`config.mk`:
```
export PLATFORM = sky130hd
export DESIGN_NAME = selective_repeat_receiver_window
export DESIGN_NICKNAME = d
export VERILOG_FILES = /design/src/hw/rtl/srrw_pkg.sv /design/src/hw/rtl/selective_repeat_receiver_window.sv /design/src/hw/rtl/srrw_ram.sv /design/src/hw/rtl/srrw_ctrl.sv /design/src/hw/rtl/srrw_datapath.sv
export SDC_FILE = /design/constraint.sdc
export NUM_CORES = 1
export LEC_CHECK = 0
export BUFFER_PORTS_ARGS = -buffer_cell sky130_fd_sc_hd__buf_2
export CAP_MARGIN = 40
export CORE_MARGIN = 3
export CORE_UTILIZATION = 30
export CTS_CLUSTER_SIZE = 14
export DETAILED_ROUTE_END_ITERATION = 7
export GPL_ROUTABILITY_DRIVEN = 0
export PLACE_DENSITY = 0.56
export SLEW_MARGIN = 20
export SYNTH_ARGS = -nofsm -noshare
export SYNTH_HDL_FRONTEND = slang
export SYNTH_SLANG_ARGS = --single-unit
export TNS_END_PERCENT = 10
```
`constraint.sdc`:
```
create_clock -name aclk -period 6.2 [get_ports aclk]
set_input_delay 1.24 -clock aclk [delete_from_list [all_inputs] [get_ports aclk]]
set_output_delay 1.24 -clock aclk [all_outputs]
set_load 0.05 [all_outputs]
```
`src/hw/rtl/srrw_pkg.sv`:
```
`default_nettype none
// ---------------------------------------------------------------------------
// srrw_pkg
// Shared widths, codes and controller/datapath interface types for the
// selective-repeat receive window.
// ---------------------------------------------------------------------------
package srrw_pkg;

    localparam int WINDOW_MAX  = 16;
    localparam int PAYLOAD_MAX = 1024;

    localparam int IDX_W    = $clog2(WINDOW_MAX);
    localparam int CNT_W    = $clog2(WINDOW_MAX + 1);
    localparam int SEQ_W    = 31;
    localparam int WS_W     = 32;
    localparam int HANDLE_W = 16;
    localparam int LEN_W    = 11;
    localparam int KIND_W   = 2;
    localparam int WSZ_W    = 5;
    localparam int SLOT_W   = HANDLE_W + LEN_W;

    localparam int IN_TDATA_W  = 64;
    localparam int IN_TUSER_W  = KIND_W + 1;
    localparam int OUT_TDATA_W = 64;
    localparam int OUT_PAD_W   = OUT_TDATA_W - (SEQ_W + HANDLE_W + LEN_W);

    localparam logic [WSZ_W-1:0] WSZ_RESET = WSZ_W'(16);

    localparam logic [KIND_W-1:0] KIND_SYN  = 2'd0;
    localparam logic [KIND_W-1:0] KIND_FIN  = 2'd1;
    localparam logic [KIND_W-1:0] KIND_DATA = 2'd2;

    localparam logic RES_ACK = 1'b0;
    localparam logic RES_DLV = 1'b1;

    typedef struct packed {
        logic load_in;
        logic set_open;
        logic fin;
        logic store;
        logic scan_step;
        logic advance;
        logic ack_load;
        logic ack_sel_ws;
        logic ack_last;
        logic dlv_load;
        logic rd_req;
    } srrw_cmd_t;

    typedef struct packed {
        logic [KIND_W-1:0] kind;
        logic              crc_ok;
        logic              beyond;
        logic              below;
        logic              at_start;
        logic              out_free;
        logic              scan_go;
        logic              cnt_last;
    } srrw_status_t;

endpackage
`default_nettype wire

```
`src/hw/rtl/selective_repeat_receiver_window.sv`:
```
// Flow: a packet beat is captured, classified in EVAL and acknowledged from ACK into
// the result register; a packet at the window start first scans the window one slot a
// cycle, then sends the ack and one delivery beat a cycle while the output is not stalled.
// Packets are taken one at a time: the next is taken only once the controller is back
// in idle after the previous packet.
// Reset: synchronous, active low; window start 0, window empty, size 16.
`default_nettype none
// ---------------------------------------------------------------------------
// selective_repeat_receiver_window
// Selective-repeat receive reorder window: acknowledges control and accepted data packets and
// releases stored payload descriptors in sequence order.
// ---------------------------------------------------------------------------
module selective_repeat_receiver_window
    import srrw_pkg::*;
(
    input  wire logic                    aclk,
    input  wire logic                    aresetn,
    input  wire logic                    cfg_wr_en,
    input  wire logic [WSZ_W-1:0]        cfg_wr_data,   // slots ahead of window start
    input  wire logic                    s_tvalid,
    output logic                         s_tready,
    input  wire logic [IN_TDATA_W-1:0]   s_tdata,       // seq_num, payload_handle, payload_len
    input  wire logic [IN_TUSER_W-1:0]   s_tuser,       // packet_kind, crc_ok
    output logic                         m_tvalid,
    input  wire logic                    m_tready,
    output logic [OUT_TDATA_W-1:0]       m_tdata,       // ack_seq, deliver_handle, deliver_len
    output logic                         m_tlast,       // last
    output logic [0:0]                   m_tuser        // result_kind
);

    srrw_cmd_t    cmd;
    srrw_status_t sts;

    srrw_ctrl u_ctrl (
        .aclk     (aclk),
        .aresetn  (aresetn),
        .s_tvalid (s_tvalid),
        .s_tready (s_tready),
        .sts      (sts),
        .cmd      (cmd)
    );

    srrw_datapath u_datapath (
        .aclk        (aclk),
        .aresetn     (aresetn),
        .cfg_wr_en   (cfg_wr_en),
        .cfg_wr_data (cfg_wr_data),
        .s_tdata     (s_tdata),
        .s_tuser     (s_tuser),
        .cmd         (cmd),
        .sts         (sts),
        .m_tvalid    (m_tvalid),
        .m_tready    (m_tready),
        .m_tdata     (m_tdata),
        .m_tlast     (m_tlast),
        .m_tuser     (m_tuser)
    );

endmodule
`default_nettype wire

```
`src/hw/rtl/srrw_ram.sv`:
```
`default_nettype none
// ---------------------------------------------------------------------------
// srrw_ram
// Generic single write port, single read port RAM with registered read.
// ---------------------------------------------------------------------------
module srrw_ram #(
    parameter int WIDTH = 8,
    parameter int DEPTH = 16
) (
    input  wire logic                     aclk,
    input  wire logic                     wr_en,
    input  wire logic [$clog2(DEPTH)-1:0] wr_addr,
    input  wire logic [WIDTH-1:0]         wr_data,
    input  wire logic                     rd_en,
    input  wire logic [$clog2(DEPTH)-1:0] rd_addr,
    output logic      [WIDTH-1:0]         rd_data
);

    logic [WIDTH-1:0] mem [DEPTH];

    always_ff @(posedge aclk) begin
        if (wr_en) begin
            mem[wr_addr] <= wr_data;
        end
        if (rd_en) begin
            rd_data <= mem[rd_addr];
        end
    end

endmodule
`default_nettype wire

```
`src/hw/rtl/srrw_ctrl.sv`:
```
`default_nettype none
// ---------------------------------------------------------------------------
// srrw_ctrl
// Sequencer: classifies the packet, runs the window scan, then issues the
// acknowledgement and the in-order delivery beats.
// ---------------------------------------------------------------------------
module srrw_ctrl
    import srrw_pkg::*;
(
    input  wire logic         aclk,
    input  wire logic         aresetn,
    input  wire logic         s_tvalid,
    output logic              s_tready,
    input  wire srrw_status_t sts,
    output srrw_cmd_t         cmd
);

    localparam logic [2:0] ST_IDLE  = 3'd0;
    localparam logic [2:0] ST_EVAL  = 3'd1;
    localparam logic [2:0] ST_SCAN  = 3'd2;
    localparam logic [2:0] ST_ACK   = 3'd3;
    localparam logic [2:0] ST_DELIV = 3'd4;

    logic [2:0] state_reg, state_next;
    logic       sel_ws_reg, sel_ws_next;
    logic       last_reg, last_next;

    always_ff @(posedge aclk) begin
        if (!aresetn) begin
            state_reg  <= ST_IDLE;
            sel_ws_reg <= 1'b0;
            last_reg   <= 1'b0;
        end else begin
            state_reg  <= state_next;
            sel_ws_reg <= sel_ws_next;
            last_reg   <= last_next;
        end
    end

    assign s_tready = (state_reg == ST_IDLE);

    always_comb begin
        state_next  = state_reg;
        sel_ws_next = sel_ws_reg;
        last_next   = last_reg;
        cmd         = '0;
        cmd.ack_sel_ws = sel_ws_reg;
        cmd.ack_last   = last_reg;
        case (state_reg)
            ST_IDLE: begin
                if (s_tvalid) begin
                    cmd.load_in = 1'b1;
                    state_next  = ST_EVAL;
                end
            end
            ST_EVAL: begin
                state_next = ST_IDLE;
                case (sts.kind)
                    KIND_SYN: begin
                        cmd.set_open = 1'b1;
                        sel_ws_next  = 1'b0;
                        last_next    = 1'b1;
                        state_next   = ST_ACK;
                    end
                    KIND_FIN: begin
                        cmd.fin     = 1'b1;
                        sel_ws_next = 1'b0;
                        last_next   = 1'b1;
                        state_next  = ST_ACK;
                    end
                    KIND_DATA: begin
                        if (!sts.beyond && sts.crc_ok) begin
                            sel_ws_next = 1'b1;
                            last_next   = 1'b1;
                            if (sts.below) begin
                                state_next = ST_ACK;
                            end else begin
                                cmd.store  = 1'b1;
                                state_next = sts.at_start ? ST_SCAN : ST_ACK;
                            end
                        end
                    end
                    default: begin
                        state_next = ST_IDLE;
                    end
                endcase
            end
            ST_SCAN: begin
                if (sts.scan_go) begin
                    cmd.scan_step = 1'b1;
                end else begin
                    cmd.advance = 1'b1;
                    sel_ws_next = 1'b1;
                    last_next   = 1'b0;
                    state_next  = ST_ACK;
                end
            end
            ST_ACK: begin
                cmd.rd_req = 1'b1;
                if (sts.out_free) begin
                    cmd.ack_load = 1'b1;
                    state_next   = last_reg ? ST_IDLE : ST_DELIV;
                end
            end
            ST_DELIV: begin
                if (sts.out_free) begin
                    cmd.dlv_load = 1'b1;
                    cmd.rd_req   = 1'b1;
                    if (sts.cnt_last) begin
                        state_next = ST_IDLE;
                    end
                end
            end
            default: begin
                state_next = ST_IDLE;
            end
        endcase
    end

endmodule
`default_nettype wire

```
`src/hw/rtl/srrw_datapath.sv`:
```
`default_nettype none
// ---------------------------------------------------------------------------
// srrw_datapath
// Window start, circular slot store with full flags, scan counter and the
// result register.
// ---------------------------------------------------------------------------
module srrw_datapath
    import srrw_pkg::*;
(
    input  wire logic                   aclk,
    input  wire logic                   aresetn,
    input  wire logic                   cfg_wr_en,
    input  wire logic [WSZ_W-1:0]       cfg_wr_data,
    input  wire logic [IN_TDATA_W-1:0]  s_tdata,
    input  wire logic [IN_TUSER_W-1:0]  s_tuser,
    input  wire srrw_cmd_t              cmd,
    output srrw_status_t                sts,
    output logic                        m_tvalid,
    input  wire logic                   m_tready,
    output logic [OUT_TDATA_W-1:0]      m_tdata,
    output logic                        m_tlast,
    output logic [0:0]                  m_tuser
);

    logic [WSZ_W-1:0]    wsz_reg;
    logic [WS_W-1:0]     ws_reg;
    logic                open_reg;
    logic [WINDOW_MAX-1:0] full_reg;
    logic [IDX_W-1:0]    base_reg;
    logic [IDX_W-1:0]    scan_ptr_reg;
    logic [CNT_W-1:0]    cnt_reg;

    logic [KIND_W-1:0]   kind_reg;
    logic [SEQ_W-1:0]    seq_reg;
    logic                crc_reg;
    logic [HANDLE_W-1:0] handle_reg;
    logic [LEN_W-1:0]    len_reg;

    logic                out_valid_reg;
    logic                out_kind_reg;
    logic                out_last_reg;
    logic [SEQ_W-1:0]    out_ack_reg;
    logic [HANDLE_W-1:0] out_handle_reg;
    logic [LEN_W-1:0]    out_len_reg;

    logic [CNT_W-1:0]    wsz_eff;
    logic [WS_W-1:0]     seq_ext;
    logic [WS_W:0]       win_end;
    logic [WS_W-1:0]     offset;
    logic [IDX_W:0]      phys_sum;
    logic [IDX_W-1:0]    phys;
    logic [IDX_W-1:0]    base_inc;
    logic [IDX_W-1:0]    scan_inc;
    logic [LEN_W-1:0]    len_sat;
    logic [SLOT_W-1:0]   rd_data;
    logic                out_free;

    function automatic logic [IDX_W-1:0] idx_inc(input logic [IDX_W-1:0] v);
        logic [IDX_W:0] s;
        s = {1'b0, v} + (IDX_W+1)'(1);
        if (s >= (IDX_W+1)'(WINDOW_MAX)) begin
            s = s - (IDX_W+1)'(WINDOW_MAX);
        end
        return s[IDX_W-1:0];
    endfunction

    // effective window size, clamped
    always_comb begin
        if (wsz_reg == '0) begin
            wsz_eff = CNT_W'(1);
        end else if ({{(CNT_W > WSZ_W ? CNT_W - WSZ_W : 0){1'b0}}, wsz_reg}
                     > (CNT_W > WSZ_W ? CNT_W : WSZ_W)'(WINDOW_MAX)) begin
            wsz_eff = CNT_W'(WINDOW_MAX);
        end else begin
            wsz_eff = CNT_W'(wsz_reg);
        end
    end

    assign seq_ext  = WS_W'(seq_reg);
    assign win_end  = {1'b0, ws_reg} + (WS_W+1)'(wsz_eff);
    assign offset   = seq_ext - ws_reg;
    assign phys_sum = {1'b0, base_reg} + {1'b0, offset[IDX_W-1:0]};
    assign phys     = (phys_sum >= (IDX_W+1)'(WINDOW_MAX))
                      ? IDX_W'(phys_sum - (IDX_W+1)'(WINDOW_MAX))
                      : phys_sum[IDX_W-1:0];
    assign base_inc = idx_inc(base_reg);
    assign scan_inc = idx_inc(scan_ptr_reg);
    assign len_sat  = (len_reg > LEN_W'(PAYLOAD_MAX)) ? LEN_W'(PAYLOAD_MAX) : len_reg;
    assign out_free = !out_valid_reg || m_tready;

    always_comb begin
        sts          = '0;
        sts.kind     = kind_reg;
        sts.crc_ok   = crc_reg;
        sts.beyond   = ({1'b0, seq_ext} >= win_end);
        sts.below    = (seq_ext < ws_reg);
        sts.at_start = (seq_ext == ws_reg);
        sts.out_free = out_free;
        sts.scan_go  = (cnt_reg < wsz_eff) && full_reg[scan_ptr_reg];
        sts.cnt_last = (cnt_reg == CNT_W'(1));
    end

    // input capture
    always_ff @(posedge aclk) begin
        if (cmd.load_in) begin
            kind_reg   <= s_tuser[KIND_W-1:0];
            crc_reg    <= s_tuser[KIND_W];
            seq_reg    <= s_tdata[SEQ_W-1:0];
            handle_reg <= s_tdata[SEQ_W +: HANDLE_W];
            len_reg    <= s_tdata[SEQ_W+HANDLE_W +: LEN_W];
        end
    end

    // window control state
    always_ff @(posedge aclk) begin
        if (!aresetn) begin
            wsz_reg      <= WSZ_RESET;
            ws_reg       <= '0;
            open_reg     <= 1'b0;
            full_reg     <= '0;
            base_reg     <= '0;
            scan_ptr_reg <= '0;
            cnt_reg      <= '0;
        end else begin
            if (cfg_wr_en) begin
                wsz_reg <= cfg_wr_data;
            end
            if (cmd.set_open) begin
                open_reg <= 1'b1;
            end
            if (cmd.fin && open_reg) begin
                open_reg <= 1'b0;
                ws_reg   <= '0;
                full_reg <= '0;
            end
            if (cmd.store) begin
                full_reg[phys] <= 1'b1;
                scan_ptr_reg   <= base_reg;
                cnt_reg        <= '0;
            end
            if (cmd.scan_step) begin
                scan_ptr_reg <= scan_inc;
                cnt_reg      <= cnt_reg + CNT_W'(1);
            end
            if (cmd.advance) begin
                ws_reg <= ws_reg + WS_W'(cnt_reg);
            end
            if (cmd.dlv_load) begin
                full_reg[base_reg] <= 1'b0;
                base_reg           <= base_inc;
                cnt_reg            <= cnt_reg - CNT_W'(1);
            end
        end
    end

    srrw_ram #(
        .WIDTH (SLOT_W),
        .DEPTH (WINDOW_MAX)
    ) u_slot_ram (
        .aclk    (aclk),
        .wr_en   (cmd.store),
        .wr_addr (phys),
        .wr_data ({len_sat, handle_reg}),
        .rd_en   (cmd.rd_req),
        .rd_addr (cmd.dlv_load ? base_inc : base_reg),
        .rd_data (rd_data)
    );

    // result register
    always_ff @(posedge aclk) begin
        if (!aresetn) begin
            out_valid_reg <= 1'b0;
        end else if (cmd.ack_load || cmd.dlv_load) begin
            out_valid_reg <= 1'b1;
        end else if (m_tready) begin
            out_valid_reg <= 1'b0;
        end
    end

    always_ff @(posedge aclk) begin
        if (cmd.ack_load) begin
            out_kind_reg   <= RES_ACK;
            out_last_reg   <= cmd.ack_last;
            out_ack_reg    <= cmd.ack_sel_ws ? ws_reg[SEQ_W-1:0] : seq_reg;
            out_handle_reg <= '0;
            out_len_reg    <= '0;
        end else if (cmd.dlv_load) begin
            out_kind_reg   <= RES_DLV;
            out_last_reg   <= (cnt_reg == CNT_W'(1));
            out_ack_reg    <= '0;
            out_handle_reg <= rd_data[HANDLE_W-1:0];
            out_len_reg    <= rd_data[HANDLE_W +: LEN_W];
        end
    end

    assign m_tvalid = out_valid_reg;
    assign m_tlast  = out_last_reg;
    assign m_tuser  = out_kind_reg;
    assign m_tdata  = {{OUT_PAD_W{1'b0}}, out_len_reg, out_handle_reg, out_ack_reg};

endmodule
`default_nettype wire

```
==> impl_metrics.toml <==
[grt]
grt_pass1_vias = 16200
grt_antenna_before_repair = 3
track_usage = 0.141
grt_max_degree = 46
overflow = 0
grt_first_pass_wirelength_mm = 102

[die]
top_level_ports = 145
fp.dieW_um = 310
die_y_um = 310
rows = 110
coreArea_um2 = 90800
dieArea_um2 = 96200
start_util = 0.305

[route]
vias = 15800
ant_nets = 0
viasPerCell = 4.96
drt_iter0_markers = 1335
finalWirelength_mm = 67.9
dr.pass1.iters = 5
route.detailed.drc = 0
wire_per_inst_um = 21.4

[synth]
yosys.area.top_type_share = 0.597
avgSynthCellArea_um2 = 15.7
yosys.area_share.simple = 0.0719
synth_top_family_by_area = "multiplexers"
synthesis.area_um2 = 27700
yosys.area.top_type = "edfxtp_1"
yosysUniqueCellTypes = 68
synthCells = 1762
synth_ff_type = "edfxtp_1"
yosys-top-cells-area = "edfxtp_1 (60%), mux4_2 (11%), dfxtp_1 (7.3%)"
ys_ff_latch = 653
seq_area_frac_synth = 0.670
synthMuxAreaShare = 0.128
synthArstFlopShare = 0
synth-xor-area-share = 0.0179
synth_compound_area_frac = 0.0468
synth-edff-count = 552
post_synth_fa_ha_maj_area_fraction = 0.0421
synth_common_cells = "edfxtp_1 (552), mux4_2 (139), nand2_1 (131)"
synth_most_common_cell = "edfxtp_1"
ys_warn_count = 0

[setup_path]
r2r_end = "u_datapath.u_slot_ram.mem[2][1]$_DFFE_PP_"
worstSetupPathType = "reg -> reg"
crit_fanout = 12
r2r_cells = 21
r2r_start = "u_datapath.wsz_reg[1]$_SDFFE_PN0P_"
cp-end-kind = "register"
worstPathRequired_ps = 6480
ff2ff_setup_slack_ps = 390
cp-start-kind = "register"
cp.arrival_ps = 6090

[sta]
period_share = 0.938
finalSetupTns_ps = 0
whs_ps = 453
tightestPinTransition_ps = 867
skew_ps = 40.1
rsz0062_at_grt = "false"
slew_headroom = 0.421
finalHoldViolations = 0
period_needed_ps = 5810
drv_slew = 0
setup_viol = 0
fmax_ghz = 0.172

[cts]
cts_buffer_depth = 3
insertion_delay_ps = 630
path_clk_slew_ps = 60
clkSinkCount = 653
cts_buffers = 69
cts_hold_buf = 0
cts-root-buf = "clkbuf_16"
cts.htree.levels = 3
cts_tree = "done"

[final_layout]
drive_gt1_frac = 0.239
area_growth_pct = 18.2
largest_reg_flops = 432
fill_cells = 8576
final_nets = 2115
num_antenna_cells = 0

[power_and_ir_drop]
pwr-share-clk = 0.411
switchingPower_mw = 2.43
leakage_nw = 11.0
seqPwrFrac = 0.508
combPwrFrac = 0.081
internal_power_mw = 7.53
swShare = 0.244
powerDensity_nw_per_um2 = 304
peakVddDrop_mv = 0.215

[worst_hold_path]
hold_depth = 2
hold_path_end = "u_datapath.out_len_reg[7]$_SDFFE_PP0P_"
hold_start = "u_datapath.out_len_reg[7]$_SDFFE_PP0P_"
worstHoldPathType = "reg -> reg"

[outcome]
status = "finished, final reports clean"

[placed_design]
io_buffers = 132
post-dp-hpwl_mm = 44.3

[run]
drv_cap = 0
[critical path, stage by stage (launching register included)]
cell,delay (ps)
dfxtp_1,330
nor3_1,270
nor2_1,70
nor2_1,130
ha_1,180
inv_1,50
fa_1,400
nor2b_1,120
o21ai_0,150
a21o_1,290
nor4_1,400
xnor2_1,180
ha_1,280
a21oi_1,180
o21ai_0,120
a221oi_1,420
o31ai_1,170
a2111o_1,370
a211o_1,410
or3_1,450
nor2_2,220
buf_4,290
[through the flow]
step / area (um^2) / total power [mW] / utilization / worst slack, ps / instances
finish: 32800 / 9.96 / 0.361 / 386 / 3180
CTS: 32700 / 10.1 / 0.360 / 236 / 3170
global route: 32800 / 10.4 / 0.361 / 73.2 / 3180
floorplan: 27800 / 5.67 / - / 393 / 1767
detailed placement: 30500 / 5.96 / 0.335 / 283 / 3042
global placement: 30300 / 5.93 / 0.333 / 329 / 3031
[power by group through the flow]
stage          clock network [mW]  logic [mW]  registers, mW
2_1_floorplan                   0       0.368           5.30
3_3_place_gp                    0       0.766           5.16
3_5_place_dp                    0       0.809           5.15
4_1_cts                      4.23       0.812           5.06
5_1_grt                      4.40       0.880           5.08
6_report                     4.10       0.808           5.06
[worst max path at each step]
stage | startpoint | cells past startpoint | slack [ps] | end
after global routing | u_datapath.wsz_reg[1]$_SDFFE_PN0P_ | 21 | 70 | u_datapath.u_slot_ram.mem[2][1]$_DFFE_PP_
final | u_datapath.wsz_reg[1]$_SDFFE_PN0P_ | 21 | 390 | u_datapath.u_slot_ram.mem[2][1]$_DFFE_PP_
after floorplan | u_datapath.wsz_reg[4]$_SDFFE_PN1P_ | 21 | 390 | u_datapath.u_slot_ram.mem[13][0]$_DFFE_PP_
after global placement | u_datapath.wsz_reg[4]$_SDFFE_PN1P_ | 21 | 330 | u_datapath.u_slot_ram.mem[2][8]$_DFFE_PP_
after detailed placement | u_datapath.wsz_reg[1]$_SDFFE_PN0P_ | 21 | 280 | u_datapath.u_slot_ram.mem[2][4]$_DFFE_PP_
after CTS | u_datapath.wsz_reg[1]$_SDFFE_PN0P_ | 21 | 240 | u_datapath.u_slot_ram.mem[2][1]$_DFFE_PP_
[cell usage in the layout (no fill, tap or decap), types with 5 or more instances in the layout]
| cell | instances |
|---|---|
| or3_1 | 18 |
| clkbuf_1 | 24 |
| o22ai_1 | 9 |
| clkinv_1 | 5 |
| clkbuf_16 | 69 |
| buf_2 | 133 |
| dfxtp_1 | 100 |
| buf_4 | 33 |
| mux2i_1 | 41 |
| xor2_1 | 8 |
| a21o_1 | 11 |
| nand2_1 | 130 |
| nand3_1 | 29 |
| nor4_1 | 10 |
| nor2_2 | 17 |
| nand2b_1 | 10 |
| and3_1 | 6 |
| clkinv_2 | 12 |
| buf_12 | 28 |
| nor2_1 | 95 |
| edfxtp_1 | 552 |
| mux4_2 | 139 |
| inv_1 | 53 |
| o21ai_0 | 42 |
| nand4_1 | 32 |
| xnor2_1 | 45 |
| nor2b_1 | 20 |
| conb_1 | 6 |
| a21oi_1 | 84 |
| o211ai_1 | 9 |
| bufinv_16 | 5 |
| a211oi_1 | 9 |
| nor3_1 | 32 |
| o21a_1 | 7 |
| ha_1 | 87 |
| a2bb2o_1 | 8 |
[area by class of cell]
type | instances | area, um^2 | share of cell area
sequential | 653 | 18600 | 0.567
multi-input combinational | 968 | 8660 | 0.264
clock buffer | 96 | 1860 | 0.0567
timing repair buffer | 201 | 1590 | 0.0486
tap | 1176 | 1470 | 0.0449
clock inverter | 32 | 404 | 0.0123
inverter | 54 | 203 | 0.00618
[timing repair]
| item | in CTS | in global routing |
|---|---|---|
| setup buffers | 0 | 0 |
| endpoints found under the setup margin | 0 | 412 |
| resized for setup | 0 | 1 |
[metal layers]
metal,GRT usage,vias up,share of wire
li1,-,7200,-
met1,0.177,8038,0.42
met2,0.249,425,0.51
met3,0.0249,102,0.049
met4,0.0425,0,0.024
met5,0,-,0
[logic make-up (layout without fill, tap and decap cells)]
logic type      Yosys count  after routing
other cells               1              6
xor+xnor                 56             56
flops                   653            653
mux                     182            182
compound gates          209            209
fa+ha+maj                91             91
simple gates            424            424
buf+inv                 146            383
(Power assumes the default switching activity.)
